File: config.mk
export PLATFORM = sky130hd
export DESIGN_NAME = nbmu_mul
export DESIGN_NICKNAME = d
export VERILOG_FILES = /design/src/hdl/nbmu_pkg.sv /design/src/hdl/nbmu_mul.sv
export SDC_FILE = /design/constraint.sdc
export NUM_CORES = 2
export LEC_CHECK = 0
export ABC_AREA = 1
export BUFFER_PORTS_ARGS = -buffer_cell sky130_fd_sc_hd__buf_2
export CAP_MARGIN = 20
export CORE_MARGIN = 2
export CORE_UTILIZATION = 25
export CTS_CLUSTER_SIZE = 16
export DETAILED_ROUTE_END_ITERATION = 16
export PLACE_DENSITY_LB_ADDON = 0.1
export SLEW_MARGIN = 15
export SYNTH_ARGS = -nofsm -noshare
export SYNTH_HDL_FRONTEND = slang
export SYNTH_SLANG_ARGS = --single-unit
File: constraint.sdc
create_clock -name clk_i -period 8.9 [get_ports clk_i]
set_input_delay 1.335 -clock clk_i [delete_from_list [all_inputs] [get_ports clk_i]]
set_output_delay 1.335 -clock clk_i [all_outputs]
set_load 0.01 [all_outputs]
File: src/hdl/nbmu_pkg.sv
// Package: shared types, constants and Q16.16 helpers for the neuron unit
package nbmu_pkg;
  localparam int MaxInputs = 64;
  localparam int SlotW = 6;
  localparam logic signed [31:0] OneQ = 32'sd65536;
  localparam logic signed [47:0] AccMax = {1'b0, {47{1'b1}}};
  localparam logic signed [47:0] AccMin = {1'b1, {47{1'b0}}};

  typedef enum logic [2:0] {
    CMD_LOAD = 3'd0, CMD_FWD = 3'd1, CMD_OGRAD = 3'd2,
    CMD_HGRAD = 3'd3, CMD_UPD = 3'd4, CMD_READ = 3'd5,
    CMD_RSV6 = 3'd6, CMD_RSV7 = 3'd7
  } cmd_e;

  typedef enum logic [1:0] {
    KIND_BIAS = 2'd0, KIND_INPUT = 2'd1, KIND_HIDDEN = 2'd2, KIND_OUTPUT = 2'd3
  } kind_e;

  localparam logic [1:0] RegLr = 2'd0;
  localparam logic [1:0] RegMom = 2'd1;
  localparam logic [1:0] RegKind = 2'd2;

  typedef enum logic [3:0] {
    ST_IDLE, ST_RD, ST_M1, ST_M2, ST_M3, ST_M4, ST_FIN, ST_OUT
  } state_e;

  function automatic logic signed [31:0] sat32(input logic signed [63:0] v);
    if (v > 64'sd2147483647) return 32'sh7fffffff;
    if (v < -64'sd2147483648) return 32'sh80000000;
    return v[31:0];
  endfunction

  // round half up, floor shift, saturate
  function automatic logic signed [31:0] mulq_fix(input logic signed [63:0] p);
    logic signed [63:0] r;
    r = (p + 64'sd32768) >>> 16;
    return sat32(r);
  endfunction

  function automatic logic signed [31:0] sigmoid_q(input logic signed [47:0] x);
    logic [47:0] y;
    logic [47:0] f;
    y = x[47] ? 48'(-x) : 48'(x);
    if (y >= 48'd327680) f = 48'd65536;
    else if (y >= 48'd155648) f = (y >> 5) + 48'd55296;
    else if (y >= 48'd65536) f = (y >> 3) + 48'd40960;
    else f = (y >> 2) + 48'd32768;
    if (x[47]) f = 48'd65536 - f;
    return f[31:0];
  endfunction
endpackage

File: src/hdl/nbmu_mul.sv
// Shared registered Q16.16 multiplier with rounding and saturation
module nbmu_mul import nbmu_pkg::*; (
  input  logic               clk_i,
  input  logic signed [32:0] a_i,
  input  logic signed [32:0] b_i,
  output logic signed [31:0] p_o
);
  logic signed [31:0] p_q;
  logic signed [65:0] prod;
  assign prod = a_i * b_i;
  always_ff @(posedge clk_i) begin
    p_q <= mulq_fix(prod[63:0]);
  end
  assign p_o = p_q;
endmodule
After elaboration in Yosys (flattened, before gate mapping)

Index checks and enable logic that the tools add are counted.

$lt $le $gt $ge: 2
Equality and inequality tests: 0
Div/mod/pow operators: 0
Add/subtract/negate cells: 1
Multiply operators: 1
Muxes and demuxes: 7
Bitwise operators: 0
Shift-type cells: 0
Reductions and logical operators: 0

Operator list:

| cell                                                                   | number |
|---|---|
| 32-bit two-way mux                                                     | 4 |
| 64-bit by 17-bit adder with 64-bit output, second input constant       | 1 |
| 33-bit by 33-bit multiplier with 64-bit output                         | 1 |
| 48-bit by 32-bit > comparator with 1-bit output, second input constant | 1 |
| 48-bit by 32-bit < comparator with 1-bit output, second input constant | 1 |
| 1-bit two-way mux                                                      | 3 |

Logic and storage cells: 12
Latch bits: 0
Memories kept: 0
RAM bits: 0
Bits in read-only memories: 0
Flip-flop bits (word level): 32

Longest topological paths before layout

Depth in word-level cells: 7
Gate-level depth with buffers: 42

Least setup slack after synthesis

No wires, ideal clock.

Kind: input to register
From: in b_i[8]
To: reg p_q[23], in the netlist p_o[23]
Library setup time: 0.058 ns
Cell stages on the path: 37
Required time: 8.842 ns
Arrival: 8.535 ns
Slack: 0.307 ns
Cells stage by stage: clkbuf_1 > clkbuf_1 > nand2_1 > inv_1 > fa_1 > fa_1 > inv_1 > fa_1 > inv_1 > fa_1 > inv_1 > fa_1 > inv_1 > fa_1 > inv_1 > fa_1 > fa_1 > inv_1 > ha_1 > nand2_1 > nor2_1 > nand2_1 > nor2_1 > and3_1 > nand2_1 > nand2_1 > inv_2 > nand2_1 > nand2_1 > nor2_1 > nand3_1 > nor2_1 > nand3_1 > nand2_2 > buf_6 > nand2_1 > nand2_1

Word-level cells in the longest chain between the ends: 7
Elaborated cells between the ends (all ways): 10

Ends and longest elaborated chain:

| what                                             | RTL line       | text |
|---|---|---|
| start, declared                                  | nbmu_mul.sv:5  | `input logic signed [32:0] b_i,` |
| 33-bit by 33-bit multiplier with 64-bit output * | nbmu_mul.sv:10 | `assign prod = a_i * b_i;` |
| 64-bit by 17-bit adder with 64-bit output *      | nbmu_pkg.sv:36 | `r = (p + 64'sd32768) >>> 16;` |
| 48-bit by 32-bit < comparator with 1-bit output  | nbmu_pkg.sv:29 | `if (v < -64'sd2147483648) return 32'sh80000000;` |
| 1-bit two-way mux (2 in series)                  | nbmu_pkg.sv:29 |  |
| 32-bit two-way mux                               | nbmu_pkg.sv:30 | `return v[31:0];` |
| 32-bit two-way mux *                             | nbmu_pkg.sv:29 |  |
| end signal, assigned                             | nbmu_mul.sv:12 | `p_q <= mulq_fix(prod[63:0]);` |
| end, declared                                    | nbmu_mul.sv:8  | `logic signed [31:0] p_q;` |

Mark *: on every way between the ends. The rest lies on a longest branch, timed or not. The select of a mux whose other input is x is not followed.

Worst setup path after layout

From: in b_i[4]
To: reg p_q[28], in the netlist p_o[28]

The elaborated chain is that of the path after synthesis.

==> impl_metrics.py <==
metrics = {
    "placement": {
        "gp_congestion": 0.8275,
        "post-place-ws_ns": -0.4045,
        "dpl-instance-area_sq_um": 48190,
        "dp.cells": 7911,
        "post-dp-hpwl_microns": 125800,
        "portBuffers": 98,
    },
    "clocking": {
        "clock_sinks": 32,
        "cts-root-buf": "clkbuf_16",
        "clkTransAtPathRegs_ns": 0.05,
        "cts_made_buffers": 5,
        "tritoncts": "yes",
        "cts_max_path_buffers": 2,
        "cts_htree_levels": 2,
        "cts_hold_buffers": 0,
    },
    "critical_path": {
        "crit_path_top_delay_cell": "fa_2",
        "crit_top_cell": "fa_1",
        "startpoint_type": "primary input",
        "cp_slowest_stage_delay_ns": 0.66,
        "crit_fanout": 21,
        "required_ns": 9.07,
        "critical_path_class": "primary input to register",
        "cp.arrival_ns": 8.85,
        "endpoint_kind": "register",
    },
    "synth": {
        "syn_avg_cell_area_sq_um": 7.691,
        "netlist_instances": 5399,
        "synth_area_sq_um": 41520,
        "synth_top_cell_by_area": "fa_1",
        "ys_seq_area_share_pct": 1.543,
        "synth.top_cell.area_share_pct": 54.24,
        "ys.flop_type": "dfxtp_1",
        "yosys_warnings": 0,
        "synthArstFlopShare_pct": 0,
        "synth.distinct_cells": 33,
        "synth_edf_count": 0,
        "syn-num-nets": 6795,
        "synth.area.top_cells": "fa_1, inv_1, nand2_1, ha_1, clkbuf_1",
        "ys_ff_latch": 32,
    },
    "final_layout": {
        "largest_reg_flops": 32,
        "drive_above_1_share_pct": 14.36,
        "area_growth_pct": 19.49,
        "antennaDiodeCount": 0,
        "stdcell_count": 7947,
        "num-nets-final": 7153,
        "stdcell_area_sq_um": 49610,
    },
    "grt": {
        "grt_pass1_vias": 36630,
        "grt_pass1_wl_microns": 219900,
        "grt_max_degree": 33,
        "track_usage_pct": 16.84,
        "overflow": 0,
        "antenna_found_initial": 4,
    },
    "sta": {
        "final_hold_viol_count": 0,
        "post-route-min-period_ns": 8.681,
        "period_share_pct": 97.54,
        "finalWorstSetupSlack_ns": 0.2190,
        "max_freq_mhz": 115.2,
        "setup-violations-final": 0,
        "rsz0062_at_grt": "yes",
        "worst_pin_slew_ns": 0.5407,
        "max-slew-margin-rel_pct": 63.69,
        "report.final.slew_viol_count": 0,
        "whs_ns": 2.019,
    },
    "floorplan": {
        "die_h_microns": 411.5,
        "start_util_pct": 25.17,
        "core_area_sq_um": 165000,
        "die_x_microns": 411.5,
        "ios": 99,
        "die_area_sq_um": 169400,
        "rows": 149,
    },
    "worst_hold_path": {
        "hold_class": "register to output pin",
    },
    "outcome": {
        "status": "finished with violations",
        "violations": "DRC",
    },
    "drt": {
        "vias_per_cell": 4.020,
        "wl_microns": 138000,
        "drtIter0Drc": 1345,
        "wl_per_cell_microns": 17.36,
        "ant_nets": 0,
        "drcViolationCount": 4,
        "via_count": 31950,
        "dr.pass1.iters": 11,
    },
    "flow_run": {
        "max_cap_violations": 0,
    },
}
==> metal layers <==
layer	share of wire, %	GRT usage (%)
met1	45	22.07
met4	0.90	1.124
met3	0.96	0.1146
met2	53	32.20
met5	0	0
==> repair_timing <==
item,CTS,global route
resized for setup,6,272
endpoints found under the setup margin,31,31
cloned,0,9
pin swaps,0,63
setup buffers,0,20
==> worst paths after layout <==
| kind | start | to | slack, ns | depth (start not counted) |
|---|---|---|---|---|
| worst max-delay path | b_i[4] | p_o[28] | 0.22 | 35 |
| worst min-delay path | p_o[9] | p_o[9] | 2.02 | 1 |
==> per-stage QoR <==
stage	setup TNS [ns]	utilization [%]
detailed placement	-12.19	29.20
CTS	0	29.30
global placement	-13.86	29.20
finish	0	30.07
global route	-0.9545	30.07
floorplan	0	-
==> cell type report <==
| class | count | area, sq um |
|---|---|---|
| repair buffers | 615 | 5441 |
| clock buffers | 8 | 146.4 |
| inverters | 1791 | 6736 |
| well taps | 2189 | 2739 |
| flip-flops and latches | 32 | 640.6 |
| fillers | 18040 | 115400 |
| multi-input cells | 3312 | 33910 |
==> cells by family after synthesis <==
family	synth area share (%)
buf+inv	18.66
flops	1.543
xor+xnor	0.8227
compound gates	1.549
simple gates	17.04
fa+ha+maj	60.39
==> synthesized netlist by cell type (2+ instances only) <==
cell type and instances:
inv_1 1782, nand2_1 1559, fa_1 1125, clkbuf_1 258, ha_1 204, nor2_1 148
a21oi_1 74, nand3_1 58, dfxtp_1 32, o21ai_0 28, xor2_1 27, or2_2 12
xnor2_1 12, nor3_1 10, o21bai_1 10, inv_2 8, nor2_2 8, nand3b_1 7
and3_1 6, nand2_2 5, nand4_1 4, buf_4 3, buf_6 3, nor3_2 3
a21o_1 2, nand2b_1 2, nor4_1 2, o21a_1 2
==> layout by cell type (no fill, tap or decap), types with 3 or more instances in the layout <==
cell type      n
nand2_2       33
o21bai_1      10
ha_1         180
o21ai_1        9
xnor2_1       12
clkbuf_16     12
dfxtp_1       32
buf_2         68
ha_4          17
fa_2          16
ha_2           7
nor2_2        34
o21ai_0       20
nor3_2         7
nor2_1       107
inv_2         21
buf_6         17
nand2_1     1522
nor3_4         3
nand4_1        4
a21oi_1       55
nor2_4        15
inv_1       1765
buf_12        63
nand3b_1       7
and3_1         6
xor2_1        27
or2_2         12
a21oi_2       19
nand2_4        9
nand3_2        6
clkbuf_4      16
nor3_1         3
buf_4        443
nand3_1       51
fa_1        1109
clkinvlp_4     3
==> critical path: cells and delay by family <==
kind	cells	cell delay [ns]
buffers and inverters	12	1.27
and+or+nand+nor	14	1.63
adders and majority gates	9	4.57
Power is not shown: default switching activity piles up to over one toggle a cycle in this logic, so the estimate is an artifact.
